[src/hw/rtl/hkrb_pkg.sv]
// ----------------------------------------------------------------------------
// hkrb_pkg
// Shared types, codes and the ASCII-to-usage table for the HID keyboard
// report builder.
// ----------------------------------------------------------------------------
package hkrb_pkg;

    localparam int DEF_KEY_SLOTS = 6;
    localparam int OUT_SLOTS     = 6;
    localparam int USAGE_W       = 7;
    localparam int MOD_W         = 8;
    localparam int QUEUE_DEPTH   = 2;

    localparam logic [7:0]         RAW_BASE   = 8'd136;
    localparam logic [MOD_W-1:0]   LEFT_SHIFT = 8'h02;

    // Event action codes
    localparam logic [1:0] ACT_PRESS   = 2'd0;
    localparam logic [1:0] ACT_RELEASE = 2'd1;
    localparam logic [1:0] ACT_ALL     = 2'd2;

    typedef enum logic [1:0] {
        OP_NOP,
        OP_CLEAR,
        OP_PRESS,
        OP_RELEASE
    } hkrb_op_t;

    typedef struct packed {
        logic [1:0] action;
        logic [7:0] key_code;
        logic       link_up;
    } hkrb_event_t;

    typedef struct packed {
        logic               accepted;
        logic               report_sent;
        logic [MOD_W-1:0]   modifiers;
        logic [USAGE_W-1:0] slot_0;
        logic [USAGE_W-1:0] slot_1;
        logic [USAGE_W-1:0] slot_2;
        logic [USAGE_W-1:0] slot_3;
        logic [USAGE_W-1:0] slot_4;
        logic [USAGE_W-1:0] slot_5;
    } hkrb_report_t;

    // Classified event handed from front to back
    typedef struct packed {
        hkrb_op_t           op;
        logic [MOD_W-1:0]   mod_mask;
        logic [USAGE_W-1:0] usage;
        logic               link_up;
    } hkrb_cmd_t;

    // Bit 7 of an entry means left shift; zero means unmapped
    localparam logic [7:0] USAGE_TABLE [128] = '{
        8'h00, 8'h00, 8'h00, 8'h00, 8'h00, 8'h00, 8'h00, 8'h00,
        8'h2a, 8'h2b, 8'h28, 8'h00, 8'h00, 8'h00, 8'h00, 8'h00,
        8'h00, 8'h00, 8'h00, 8'h00, 8'h00, 8'h00, 8'h00, 8'h00,
        8'h00, 8'h00, 8'h00, 8'h00, 8'h00, 8'h00, 8'h00, 8'h00,
        8'h2c, 8'h9e, 8'hb4, 8'ha0, 8'ha1, 8'ha2, 8'ha4, 8'h34,
        8'ha6, 8'ha7, 8'ha5, 8'hae, 8'h36, 8'h2d, 8'h37, 8'h38,
        8'h27, 8'h1e, 8'h1f, 8'h20, 8'h21, 8'h22, 8'h23, 8'h24,
        8'h25, 8'h26, 8'hb3, 8'h33, 8'hb6, 8'h2e, 8'hb7, 8'hb8,
        8'h9f, 8'h84, 8'h85, 8'h86, 8'h87, 8'h88, 8'h89, 8'h8a,
        8'h8b, 8'h8c, 8'h8d, 8'h8e, 8'h8f, 8'h90, 8'h91, 8'h92,
        8'h93, 8'h94, 8'h95, 8'h96, 8'h97, 8'h98, 8'h99, 8'h9a,
        8'h9b, 8'h9c, 8'h9d, 8'h2f, 8'h31, 8'h30, 8'ha3, 8'had,
        8'h35, 8'h04, 8'h05, 8'h06, 8'h07, 8'h08, 8'h09, 8'h0a,
        8'h0b, 8'h0c, 8'h0d, 8'h0e, 8'h0f, 8'h10, 8'h11, 8'h12,
        8'h13, 8'h14, 8'h15, 8'h16, 8'h17, 8'h18, 8'h19, 8'h1a,
        8'h1b, 8'h1c, 8'h1d, 8'haf, 8'hb1, 8'hb0, 8'hb5, 8'h00
    };

endpackage

[src/hw/rtl/hkrb_front.sv]
// ----------------------------------------------------------------------------
// hkrb_front
// Accepts key events and classifies them into slot/modifier commands.
// ----------------------------------------------------------------------------
module hkrb_front
    import hkrb_pkg::*;
(
    input  logic        keyboard_on,
    input  logic        event_valid,
    output logic        event_stall,
    input  hkrb_event_t event_data,
    input  logic        queue_full,
    output logic        push,
    output hkrb_cmd_t   cmd
);

    logic [7:0]         entry;
    logic [USAGE_W-1:0] raw_usage;

    assign entry       = USAGE_TABLE[event_data.key_code[6:0]];
    assign raw_usage   = USAGE_W'(event_data.key_code - RAW_BASE);
    assign event_stall = queue_full;
    assign push        = event_valid && !queue_full;

    always_comb
    begin
        cmd          = '0;
        cmd.op       = OP_NOP;
        cmd.link_up  = event_data.link_up;
        if (keyboard_on)
        begin
            unique case (event_data.action)
                ACT_ALL:
                begin
                    cmd.op = OP_CLEAR;
                end
                ACT_PRESS, ACT_RELEASE:
                begin
                    cmd.op = (event_data.action == ACT_PRESS) ? OP_PRESS : OP_RELEASE;
                    if (event_data.key_code >= RAW_BASE)
                    begin
                        cmd.usage = raw_usage;
                    end
                    else if (event_data.key_code[7])
                    begin
                        cmd.mod_mask = MOD_W'(1) << event_data.key_code[2:0];
                    end
                    else if (entry == 8'h00)
                    begin
                        // unmapped ASCII: reject
                        cmd.op = OP_NOP;
                    end
                    else
                    begin
                        cmd.mod_mask = entry[7] ? LEFT_SHIFT : '0;
                        cmd.usage    = entry[USAGE_W-1:0];
                    end
                end
                default:
                begin
                    cmd.op = OP_NOP;
                end
            endcase
        end
    end

endmodule

[src/hw/rtl/hkrb_queue.sv]
// ----------------------------------------------------------------------------
// hkrb_queue
// Short command FIFO between the classifying front and the report back end.
// ----------------------------------------------------------------------------
module hkrb_queue
    import hkrb_pkg::*;
(
    input  logic      clk,
    input  logic      rst_n,
    input  logic      push,
    input  hkrb_cmd_t push_cmd,
    input  logic      pop,
    output hkrb_cmd_t head_cmd,
    output logic      empty,
    output logic      full
);

    localparam int PTR_W = (QUEUE_DEPTH > 1) ? $clog2(QUEUE_DEPTH) : 1;
    localparam int CNT_W = $clog2(QUEUE_DEPTH + 1);

    hkrb_cmd_t          entries_reg [QUEUE_DEPTH];
    logic [PTR_W-1:0]   wr_ptr_reg;
    logic [PTR_W-1:0]   wr_ptr_next;
    logic [PTR_W-1:0]   rd_ptr_reg;
    logic [PTR_W-1:0]   rd_ptr_next;
    logic [CNT_W-1:0]   count_reg;
    logic [CNT_W-1:0]   count_next;
    logic               do_push;
    logic               do_pop;

    assign empty    = (count_reg == '0);
    assign full     = (count_reg == CNT_W'(QUEUE_DEPTH));
    assign head_cmd = entries_reg[rd_ptr_reg];
    assign do_push  = push && !full;
    assign do_pop   = pop && !empty;

    always_comb
    begin
        wr_ptr_next = wr_ptr_reg;
        rd_ptr_next = rd_ptr_reg;
        count_next  = count_reg;
        if (do_push)
        begin
            wr_ptr_next = (wr_ptr_reg == PTR_W'(QUEUE_DEPTH - 1)) ? '0 : wr_ptr_reg + 1'b1;
        end
        if (do_pop)
        begin
            rd_ptr_next = (rd_ptr_reg == PTR_W'(QUEUE_DEPTH - 1)) ? '0 : rd_ptr_reg + 1'b1;
        end
        if (do_push && !do_pop)
        begin
            count_next = count_reg + 1'b1;
        end
        else if (do_pop && !do_push)
        begin
            count_next = count_reg - 1'b1;
        end
    end

    always_ff @(posedge clk or negedge rst_n)
    begin
        if (!rst_n)
        begin
            wr_ptr_reg <= '0;
            rd_ptr_reg <= '0;
            count_reg  <= '0;
        end
        else
        begin
            wr_ptr_reg <= wr_ptr_next;
            rd_ptr_reg <= rd_ptr_next;
            count_reg  <= count_next;
        end
    end

    always_ff @(posedge clk)
    begin
        if (do_push)
        begin
            entries_reg[wr_ptr_reg] <= push_cmd;
        end
    end

endmodule

[src/hw/rtl/hkrb_back.sv]
// ----------------------------------------------------------------------------
// hkrb_back
// Applies classified commands to the modifier byte and key slots and
// registers the resulting report.
// ----------------------------------------------------------------------------
module hkrb_back
    import hkrb_pkg::*;
#(
    parameter int KEY_SLOTS = DEF_KEY_SLOTS
)
(
    input  logic         clk,
    input  logic         rst_n,
    input  hkrb_cmd_t    head_cmd,
    input  logic         queue_empty,
    output logic         pop,
    output logic         report_valid,
    input  logic         report_stall,
    output hkrb_report_t report_data
);

    logic [MOD_W-1:0]   mods_reg;
    logic [MOD_W-1:0]   mods_next;
    logic [USAGE_W-1:0] slots_reg  [KEY_SLOTS];
    logic [USAGE_W-1:0] slots_next [KEY_SLOTS];
    logic [USAGE_W-1:0] shown      [OUT_SLOTS];
    logic               placed;
    logic               accepted;
    logic               valid_reg;
    logic               valid_next;
    hkrb_report_t       report_reg;
    hkrb_report_t       report_next;

    assign pop      = !queue_empty && (!valid_reg || !report_stall);
    assign accepted = (head_cmd.op != OP_NOP);

    always_comb
    begin
        mods_next  = mods_reg;
        slots_next = slots_reg;
        placed     = 1'b0;
        unique case (head_cmd.op)
            OP_CLEAR:
            begin
                mods_next = '0;
                for (int i = 0; i < KEY_SLOTS; i++)
                begin
                    slots_next[i] = '0;
                end
            end
            OP_PRESS:
            begin
                mods_next = mods_reg | head_cmd.mod_mask;
                if (head_cmd.usage != '0)
                begin
                    // fill the first empty slot; drop when full
                    for (int i = 0; i < KEY_SLOTS; i++)
                    begin
                        if (!placed && slots_reg[i] == '0)
                        begin
                            slots_next[i] = head_cmd.usage;
                            placed        = 1'b1;
                        end
                    end
                end
            end
            OP_RELEASE:
            begin
                mods_next = mods_reg & ~head_cmd.mod_mask;
                if (head_cmd.usage != '0)
                begin
                    for (int i = 0; i < KEY_SLOTS; i++)
                    begin
                        if (slots_reg[i] == head_cmd.usage)
                        begin
                            slots_next[i] = '0;
                        end
                    end
                end
            end
            OP_NOP:
            begin
                mods_next = mods_reg;
            end
            default:
            begin
                mods_next = mods_reg;
            end
        endcase
    end

    for (genvar k = 0; k < OUT_SLOTS; k++)
    begin : g_shown
        if (k < KEY_SLOTS)
        begin : g_live
            assign shown[k] = slots_next[k];
        end
        else
        begin : g_none
            assign shown[k] = '0;
        end
    end

    always_comb
    begin
        report_next             = report_reg;
        valid_next              = valid_reg;
        if (pop)
        begin
            valid_next              = 1'b1;
            report_next.accepted    = accepted;
            report_next.report_sent = accepted && head_cmd.link_up;
            report_next.modifiers   = mods_next;
            report_next.slot_0      = shown[0];
            report_next.slot_1      = shown[1];
            report_next.slot_2      = shown[2];
            report_next.slot_3      = shown[3];
            report_next.slot_4      = shown[4];
            report_next.slot_5      = shown[5];
        end
        else if (!report_stall)
        begin
            valid_next = 1'b0;
        end
    end

    always_ff @(posedge clk or negedge rst_n)
    begin
        if (!rst_n)
        begin
            mods_reg  <= '0;
            valid_reg <= 1'b0;
            for (int i = 0; i < KEY_SLOTS; i++)
            begin
                slots_reg[i] <= '0;
            end
        end
        else
        begin
            valid_reg <= valid_next;
            if (pop)
            begin
                mods_reg  <= mods_next;
                slots_reg <= slots_next;
            end
        end
    end

    always_ff @(posedge clk)
    begin
        report_reg <= report_next;
    end

    assign report_valid = valid_reg;
    assign report_data  = report_reg;

endmodule

[src/hw/rtl/hid_keyboard_report_builder_unit.sv]
// ----------------------------------------------------------------------------
// hid_keyboard_report_builder_unit
// HID boot keyboard report builder with six-key rollover.
// ----------------------------------------------------------------------------
// Key events come in on event_valid/event_stall/event_data; one report per
// event leaves on report_valid/report_stall/report_data, in order. Each
// report carries whether the event was accepted, whether it went to the host
// (accepted and link up), and the modifier byte and key slots after it.
// cfg_wr_en/cfg_wr_data write keyboard_on (reset 1); write it only when no
// event is in flight.
// The front decodes an event in the cycle of its transfer and writes a
// command into a two-entry queue; the back end applies it to the slot
// registers and loads the report register. One event per cycle is
// sustained while report_stall stays low: the single slot update per
// cycle in the back end sets that rate.
// Reset clears the modifier byte, empties all slots and the queue, and sets
// keyboard_on. While report_stall is high the report holds; the queue takes
// up to two more events, then event_stall rises.
// ----------------------------------------------------------------------------
module hid_keyboard_report_builder_unit
    import hkrb_pkg::*;
#(
    parameter int KEY_SLOTS = DEF_KEY_SLOTS
)
(
    input  logic         clk,
    input  logic         rst_n,
    input  logic         cfg_wr_en,
    input  logic         cfg_wr_data,
    input  logic         event_valid,
    output logic         event_stall,
    input  hkrb_event_t  event_data,
    output logic         report_valid,
    input  logic         report_stall,
    output hkrb_report_t report_data
);

    logic      keyboard_on_reg;
    logic      push;
    logic      pop;
    logic      queue_empty;
    logic      queue_full;
    hkrb_cmd_t push_cmd;
    hkrb_cmd_t head_cmd;

    always_ff @(posedge clk or negedge rst_n)
    begin
        if (!rst_n)
        begin
            keyboard_on_reg <= 1'b1;
        end
        else if (cfg_wr_en)
        begin
            keyboard_on_reg <= cfg_wr_data;
        end
    end

    hkrb_front u_front (
        .keyboard_on (keyboard_on_reg),
        .event_valid (event_valid),
        .event_stall (event_stall),
        .event_data  (event_data),
        .queue_full  (queue_full),
        .push        (push),
        .cmd         (push_cmd)
    );

    hkrb_queue u_queue (
        .clk      (clk),
        .rst_n    (rst_n),
        .push     (push),
        .push_cmd (push_cmd),
        .pop      (pop),
        .head_cmd (head_cmd),
        .empty    (queue_empty),
        .full     (queue_full)
    );

    hkrb_back #(
        .KEY_SLOTS (KEY_SLOTS)
    ) u_back (
        .clk          (clk),
        .rst_n        (rst_n),
        .head_cmd     (head_cmd),
        .queue_empty  (queue_empty),
        .pop          (pop),
        .report_valid (report_valid),
        .report_stall (report_stall),
        .report_data  (report_data)
    );

endmodule

[config.mk]
export PLATFORM = sky130hd
export DESIGN_NAME = hid_keyboard_report_builder_unit
export DESIGN_NICKNAME = d
export VERILOG_FILES = /design/src/hw/rtl/hkrb_pkg.sv /design/src/hw/rtl/hkrb_front.sv /design/src/hw/rtl/hkrb_queue.sv /design/src/hw/rtl/hkrb_back.sv /design/src/hw/rtl/hid_keyboard_report_builder_unit.sv
export SDC_FILE = /design/constraint.sdc
export NUM_CORES = 1
export LEC_CHECK = 0
export BUFFER_PORTS_ARGS = -buffer_cell sky130_fd_sc_hd__buf_2
export CAP_MARGIN = 20
export CORE_UTILIZATION = 30
export DETAILED_ROUTE_END_ITERATION = 10
export HOLD_SLACK_MARGIN = 0.1
export PLACE_DENSITY_LB_ADDON = 0.3
export SLEW_MARGIN = 10
export SYNTH_ARGS = -nofsm -noshare
export SYNTH_HDL_FRONTEND = slang
export SYNTH_SLANG_ARGS = --single-unit
[constraint.sdc]
create_clock -name clk -period 6.3 [get_ports clk]
set_clock_uncertainty 0.05 [all_clocks]
set_input_delay 0.63 -clock clk [delete_from_list [all_inputs] [get_ports clk]]
set_output_delay 0.63 -clock clk [all_outputs]
set_load 0.01 [all_outputs]
==> results of run 1 <==
-- layer usage --
layer,part of all wire,track usage,vias up
met5,0,0,-
met4,0.016,0.05862,0
met3,0.053,0.02743,23
met2,0.48,0.2579,211
met1,0.45,0.2153,2954
li1,-,-,2810
-- stage by stage --
step	area, sq um	util
final	8972	0.3543
after global routing	8972	0.3543
after CTS	8965	0.3540
after detailed placement	8434	0.3330
after global placement	8434	0.3330
after floorplan	7792	-
-- cell type report --
type	count	area, sq um	share of cell area
Tap cell	330	412.9	0.04602
Clock buffer	18	439.2	0.04895
Sequential cell	144	4046	0.4510
Clock inverter	14	91.34	0.01018
Inverter	18	67.56	0.007530
Timing Repair Buffer	77	402.9	0.04490
Multi-Input combinational cell	514	3512	0.3914
-- power groups by stage --
stage / logic, mW / registers [mW] / clock network [mW]
floorplan: 1.41 / 1.74 / 0
global placement: 2.00 / 1.75 / 0
detailed placement: 2.02 / 1.75 / 0
CTS: 2.03 / 1.73 / 0.928
global route: 2.21 / 1.77 / 0.968
finish: 2.02 / 1.73 / 0.910
-- Yosys cell counts, types with 7 or more instances --
cell type	number
xnor2_1	45
clkbuf_1	18
mux2_2	14
and3_1	8
edfxtp_1	88
a21oi_1	43
inv_1	16
nand3_1	20
a22o_1	30
o22ai_1	12
nand2b_1	11
nor4_1	11
a31oi_1	12
o21ai_1	20
dfrtp_1	55
o21ai_0	8
ha_1	10
nor2_1	50
o2bb2ai_1	11
nand2_1	68
nand4_1	7
nor3_1	22
buf_2	8
-- worst max path at each step --
stage,slack (ps),from,end,cells after the start
after detailed placement,2730,u_queue.rd_ptr_reg,u_back.report_data[12],6
after global placement,2770,u_queue.rd_ptr_reg,u_back.report_data[12],6
after global routing,2650,u_queue.rd_ptr_reg,u_back.slots_reg[23],6
after floorplan,2970,report_stall,u_back.report_data[0],5
final,2890,u_queue.rd_ptr_reg,u_back.report_data[35],5
after CTS,2730,u_queue.rd_ptr_reg,u_back.report_data[12],6
-- worst reg2reg max path, cell delays in order, from the launching register on --
cell and delay (ps):
dfrtp_2 950, mux2_2 610, nor2_2 630, nand3_1 340, nand2_1 370, o22ai_1 180
-- kinds of logic after synthesis --
logic type	after synthesis
fa+ha+maj	10
mux	32
simple gates	231
xor+xnor	49
compound gates	192
flops	144
buf+inv	53
==> impl_metrics.toml, run 1 <==
[outcome]
status = "complete, no violations"

[critical_path]
crit_family = "simple AND/OR/NAND/NOR gates"
reg2reg_to = "u_back.report_data[35]"
worstSetupPathType = "reg -> reg"
critPathLaunchType = "flop"
crit_buf_inv = 0
timing.rr.start = "u_queue.rd_ptr_reg"
crit_arrival_ps = 3500
r2r_slack_ps = 2890
endpoint_kind = "flop"
critPathSlowestCell = "dfrtp_2"
r2r_cells = 5
max_stage_delay_ps = 950
crit_path_max_fanout = 32
cp.required_ps = 6400
cp_cell_sequence = "mux2_2 > nor2_2 > nand3_1 > nand2_1 > o22ai_1"

[hold_path]
min_path_type = "in -> async"

[clock_network]
clockRootBuffer = "clkbuf_16"
cts_tree = "done"
clk_pin_slew_ps = 60
hold_buffers = 0
clock_sinks = 144
postCtsSetupBuffers = 0
cts_htree_levels = 4
numCtsBuffers = 17
clockBufferDepth = 2
ctsResizeCount = 0
clkLatencyLatePin_ps = 430

[place]
dp_hpwl_um = 14080
gp_congestion = 0.9069
place_inst = 1082
numPortBuffers = 70
dp_slack_ps = 2732

[global_routing]
grt_max_degree = 57
grt.total_usage = 0.1604
antenna_found_initial = 0
grt_pass1_vias = 5740
grt_pass1_wl_um = 32550
grt.overflow.total = 0

[timing]
setup_slack_ps = 2894
rsz0062_at_grt = "false"
finalSetupViolCount = 0
worst_slew_pin_slew_ps = 903.5
fin_crit_sh = 0.5407
slew-limit-headroom = 0.3976
timing_hold_violations_final = 0
maxClockFrequency_mhz = 293.6
holdWs_ps = 312.8
setup_tns_ps = 0
period_minus_slack_ps = 3406
slew_viol_final = 0

[synthesis]
synth_flop_cell = "edfxtp_1"
async_flop_share = 0.3889
synth_area_per_cell_sq_um = 10.96
synth_top_family_by_area = "compound AO/OA/AOI/OAI gates"
synth_cells = 711
synth-simple-area-share = 0.1516
synth.mux.area_fraction = 0.05395
synth_compound_area_frac = 0.1736
ys_types = 76
yosys.area_share.xor_xnor = 0.05507
yosys-top-cells-area = "edfxtp_1 34%, dfrtp_1 18%, xnor2_1 5.1%"
synth_fa_ha_area_frac = 0.01606
yosysSeqAreaShare = 0.5191
netlist_area_sq_um = 7792
synth_edf_count = 88
yosysWarnings = 0
yosys.area.top_type_share = 0.3391
syn_nets = 738
ys_ff_latch = 144
synth_largest_area_cell = "edfxtp_1"

[finish]
final_cell_mix = "88 x edfxtp_1, 70 x buf_2, 68 x nand2_1"
largest_register_ffs = 52
instances_no_fill = 1115
num_antenna_cells = 0
nNetsFinal = 799
drive_gt1_frac = 0.1924
nFillCells = 2545
layout_commonest_cell = "edfxtp_1"
area_growth_pct = 15.14

[routing]
drc_errors = 0
vias = 5998
wl_per_cell_um = 18.60
vias_per_cell = 5.379
postRouteAntennaNets = 0
routed_wl_um = 20740
drtIter0Drc = 573
dr.pass1.iters = 5

[pwr]
seqPwrFrac = 0.371
p_sw_frac = 0.4142
power.internal_mw = 2.730
clkPwrFrac = 0.195
totalPowerFinal_mw = 4.661
ir_worst_vdd_uv = 236.6
leakage_nw = 3.397
combPwrFrac = 0.434
p_switching_mw = 1.930
p_per_area_nw_per_um2 = 519.4

[flow_run]
cap_viol_max_count = 0

[floorplan]
start_util = 0.3077
ios = 71
die-area_sq_um = 26620
die_height_um = 163.2
die_width_um = 163.2
num_rows = 58
core_area_sq_um = 25330
Note: power is estimated with default switching activity, not from simulation.
==> run 2: changes to the inputs <==
clock period = 3.03 ns   (was 6.3 ns; I/O delays follow)
==> run 2 against run 1 <==
Effect of this change: fmax increased by 26%; sequential power up 110%; combinational power rose by 120%; setup slack lost 2600 ps; cell count up 3.6%; highest routed layer unchanged.
==> impl_metrics.toml, run 2 (same netlist as run 1, synthesis figures left out) <==
[outcome]
status = "complete, no violations"

[global_routing]
grt.total_usage = 0.1641
grt_pass1_wl_um = 33090
grt.overflow.total = 0
grt_max_degree = 53
antenna_found_initial = 0
grt_pass1_vias = 5972

[pwr]
leakage_nw = 3.642
ir_worst_vdd_uv = 557.8
power.internal_mw = 6.226
p_sw_frac = 0.3985
seqPwrFrac = 0.344
clkPwrFrac = 0.218
combPwrFrac = 0.437
totalPowerFinal_mw = 10.35
p_per_area_nw_per_um2 = 1101
p_switching_mw = 4.124

[critical_path]
crit_buf_inv = 1
crit_path_max_fanout = 22
critPathSlowestCell = "dfrtp_4"
cp_cell_sequence = "mux2i_2 > buf_4 > xnor2_1 > nor3_1 > nand3_1 > a211oi_2 > o22ai_1"
cp.required_ps = 3150
crit_arrival_ps = 2830
critPathLaunchType = "flop"
crit_family = "flip-flops"
worstSetupPathType = "reg -> reg"
max_stage_delay_ps = 680
endpoint_kind = "flop"

[routing]
vias = 6194
drc_errors = 0
postRouteAntennaNets = 0
wl_per_cell_um = 18.49
routed_wl_um = 21350
drtIter0Drc = 503
vias_per_cell = 5.363
dr.pass1.iters = 5

[place]
gp_congestion = 0.9314
numPortBuffers = 70
place_inst = 1118
dp_hpwl_um = 15050

[finish]
instances_no_fill = 1155
layout_commonest_cell = "edfxtp_1"
nNetsFinal = 839
largest_register_ffs = 52
final_cell_mix = "88 x edfxtp_1, 70 x buf_2, 68 x nand2_1"
final_util = 0.3712
drive_gt1_frac = 0.2279
nFillCells = 2504
area_growth_pct = 20.65
num_antenna_cells = 0

[timing]
period_minus_slack_ps = 2711
timing_hold_violations_final = 0
setup_tns_ps = 0
maxClockFrequency_mhz = 368.9
fin_crit_sh = 0.8948
worst_slew_pin_slew_ps = 903.6
slew_viol_final = 0
finalSetupViolCount = 0
rsz0062_at_grt = "false"
slew-limit-headroom = 0.3976

[floorplan]
die_height_um = 163.2
start_util = 0.3077
ios = 71
die-area_sq_um = 26620
die_width_um = 163.2
core_area_sq_um = 25330
num_rows = 58

[clock_network]
clockRootBuffer = "clkbuf_16"
cts_htree_levels = 4
cts_tree = "done"
clock_sinks = 144
numCtsBuffers = 17
clkLatencyLatePin_ps = 440
clockBufferDepth = 2
clk_pin_slew_ps = 60

[hold_path]
min_path_type = "in -> reg"

[flow_run]
cap_viol_max_count = 0
==> run 2: cell types whose count changed in the layout (fill, tap and decap cells not counted), moves of 2 or more <==
cell           delta
buf_4            +34
bufinv_16         +4
clkinv_1          -3
clkinv_2          -2
dlygate4sd3_1     +5
inv_6             +2
==> run 2: power groups by stage <==
stage	logic, mW	clock network [mW]	registers (mW)
finish	4.53	2.26	3.57
detailed placement	4.51	0	3.59
global placement	4.48	0	3.59
floorplan	2.93	0	3.61
CTS	4.53	2.30	3.56
global route	4.90	2.38	3.65
==> run 2: worst register-to-register path, cell delays in order (launching register included) <==
cell	delay, ps
dfrtp_4	680
mux2i_2	400
buf_4	210
xnor2_1	70
nor3_1	220
nand3_1	180
a211oi_2	480
o22ai_1	160
==> run 2: cell type report <==
| type | count | area, sq um | area share |
|---|---|---|---|
| flip-flops and latches | 144 | 4049 | 0.4307 |
| multi-input cells | 514 | 3512 | 0.3736 |
| repair buffers | 117 | 728.2 | 0.07746 |
| clock buffers | 18 | 429.2 | 0.04565 |
| well taps | 330 | 412.9 | 0.04392 |
| clock inverters | 14 | 202.7 | 0.02156 |
| inverters | 18 | 67.56 | 0.007187 |
==> run 2: path summary, 6_finish.rpt <==
kind | end | cells after the start | slack [ps] | start
setup / recovery | u_back.report_data[21] | 7 | 320 | u_queue.rd_ptr_reg
hold / removal | u_queue.wr_ptr_reg | 3 | 140 | event_valid
setup reg to reg | u_back.report_data[21] | 7 | 320 | u_queue.rd_ptr_reg
hold reg to reg | u_back.mods_reg[7] | 2 | 440 | u_back.mods_reg[7]
max in group asynchronous | u_queue.rd_ptr_reg | 3 | 1880 | rst_n
min in group asynchronous | u_back.slots_reg[1] | 2 | 280 | rst_n
==> run 2: what timing repair did <==
item / 4_1_cts / 5_1_grt
endpoints found under the setup margin: 0 / 2
resized for setup: 0 / 1
hold buffers: 5 / 0
buffers inserted: 0 / 0
endpoints found under the hold margin: 20 / 0
==> run 2: metal layers <==
layer | vias to the layer above | wire length (um) | track usage
met5 | - | 0 | 0
met1 | 3044 | 9532 | 0.2145
met4 | 0 | 509 | 0.08156
met2 | 213 | 10190 | 0.2585
li1 | 2900 | - | -
met3 | 37 | 1123 | 0.03149
==> run 2: stage by stage <==
stage	hold slack, ps	instance area (sq um)	setup WS, ps
detailed placement	218.1	8717	209.1
CTS	123.6	9399	196.3
global placement	214.3	8717	248.2
finish	143.9	9402	318.9
global route	139.7	9402	153.7
floorplan	-42.59	7797	59.99
==> run 3: changes to the inputs <==
CAP_MARGIN = unset   (was 20)
CORE_UTILIZATION = 54   (was 30)
CTS_CLUSTER_SIZE = 40   (was unset)
==> run 3 against run 2 <==
Effect of this change: critical endpoint is now u_back.report_data[28]; sequential cell count unchanged; global-route usage rose by 13 points; non-clock buffer count down 10; total power shrank 1.8%.
==> impl_metrics.toml, run 3 (same netlist as run 1, synthesis figures left out) <==
[timing]
slew-limit-headroom = 0.4180
worst_slew_pin_slew_ps = 872.9
period_minus_slack_ps = 2754
timing_hold_violations_final = 0
holdWs_ps = 149.8
rsz0062_at_grt = "false"
maxClockFrequency_mhz = 363.1
setup_tns_ps = 0
slew_viol_final = 0
fin_crit_sh = 0.9088
finalSetupViolCount = 0

[finish]
largest_register_ffs = 52
nNetsFinal = 829
area_growth_pct = 16.92
instances_no_fill = 995
drive_gt1_frac = 0.2184
layout_commonest_cell = "edfxtp_1"
nFillCells = 1095
num_antenna_cells = 0
final_cell_mix = "88 x edfxtp_1, 70 x buf_2, 68 x nand2_1"

[global_routing]
grt.overflow.total = 0
grt.total_usage = 0.2912
grt_pass1_wl_um = 32540
antenna_found_initial = 0
grt_pass1_vias = 6090
grt_max_degree = 57

[clock_network]
ctsResizeCount = 0
clockBufferDepth = 2
cts_htree_levels = 4
postCtsSetupBuffers = 0
clockRootBuffer = "clkbuf_16"
clk_pin_slew_ps = 70
clock_sinks = 144
cts_tree = "done"
numCtsBuffers = 17
clkLatencyLatePin_ps = 440

[routing]
vias_per_cell = 6.416
vias = 6384
wl_per_cell_um = 21.26
drtIter0Drc = 613
drc_errors = 0
dr.pass1.iters = 7
postRouteAntennaNets = 0
routed_wl_um = 21150

[outcome]
status = "complete, no violations"

[place]
place_inst = 958
gp_congestion = 0.9763
numPortBuffers = 70
dp_hpwl_um = 14670

[critical_path]
crit_arrival_ps = 2890
crit_family = "simple AND/OR/NAND/NOR gates"
max_stage_delay_ps = 530
crit_path_max_fanout = 22
endpoint_kind = "flop"
cp_cell_sequence = "buf_12 > mux2i_2 > xnor2_1 > nor4_2 > a31oi_1 > or2_1 > a22o_1"
worstSetupPathType = "reg -> reg"
crit_buf_inv = 1
critPathSlowestCell = "mux2i_2"
cp.required_ps = 3170
critPathLaunchType = "flop"

[hold_path]
min_path_type = "in -> reg"

[floorplan]
num_rows = 43
core_area_sq_um = 13990
die_height_um = 122.1
die-area_sq_um = 14910
ios = 71
die_width_um = 122.1
start_util = 0.5571

[pwr]
ir_worst_vdd_uv = 643.1
leakage_nw = 3.588
p_per_area_nw_per_um2 = 1116

[flow_run]
cap_viol_max_count = 0
==> run 3: area by class of cell <==
class / count / area (sq um) / share of cell area
clock inverters: 15 / 182.7 / 0.02005
multi-input cells: 514 / 3512 / 0.3855
repair buffers: 107 / 653.1 / 0.07168
inverters: 18 / 67.56 / 0.007416
flip-flops and latches: 144 / 4045 / 0.4440
clock buffers: 17 / 425.4 / 0.04669
well taps: 180 / 225.2 / 0.02472
==> run 3: power breakdown <==
| part | switching (mW) | leakage [nW] | total, mW | internal (mW) |
|---|---|---|---|---|
| sequential | 0.461 | 1.58 | 3.48 | 3.02 |
| combinational | 2.85 | 1.72 | 4.59 | 1.75 |
| clock | 0.976 | 0.294 | 2.09 | 1.12 |
==> run 3: worst paths after layout <==
path,cells after the start,startpoint,slack [ps],end
min,3,event_valid,150,u_queue.wr_ptr_reg
max in group asynchronous,3,rst_n,1910,u_back.slots_reg[36]
max,7,u_queue.rd_ptr_reg,280,u_back.report_data[28]
max reg2reg,7,u_queue.rd_ptr_reg,280,u_back.report_data[28]
min reg2reg,2,u_back.mods_reg[3],430,u_back.mods_reg[3]
min in group asynchronous,3,rst_n,500,u_back.slots_reg[14]
==> run 3: metal layers <==
layer	global-route usage	routed length [um]	vias up
li1	-	-	2884
met1	0.3502	8254	3061
met2	0.4958	10520	373
met3	0.06320	1600	66
met4	0.1380	772	0
met5	0	0	-
==> run 3: worst reg2reg max path: cells and delay by family (launching register included) <==
family          cells  cell delay, ps
compound gates      2             430
simple gates        2             720
mux                 1             550
xor+xnor            1             150
flops               1             390
buf+inv             1             220
==> run 3: what timing repair did <==
item | in CTS | in global routing
hold endpoints to repair | 59 | 0
setup endpoints to repair | 0 | 0
hold buffers | 5 | 0
==> run 3: metrics by stage <==
step / total power, mW / setup WS (ps) / utilization / cell area [sq um]
finish: 10.17 / 276.2 / 0.6513 / 9111
global route: 10.66 / 191.0 / 0.6513 / 9111
CTS: 10.11 / 317.1 / 0.6513 / 9111
detailed placement: 7.968 / 307.8 / 0.6043 / 8453
global placement: 7.852 / 364.1 / 0.6043 / 8453
floorplan: 6.540 / 59.99 / - / 7797
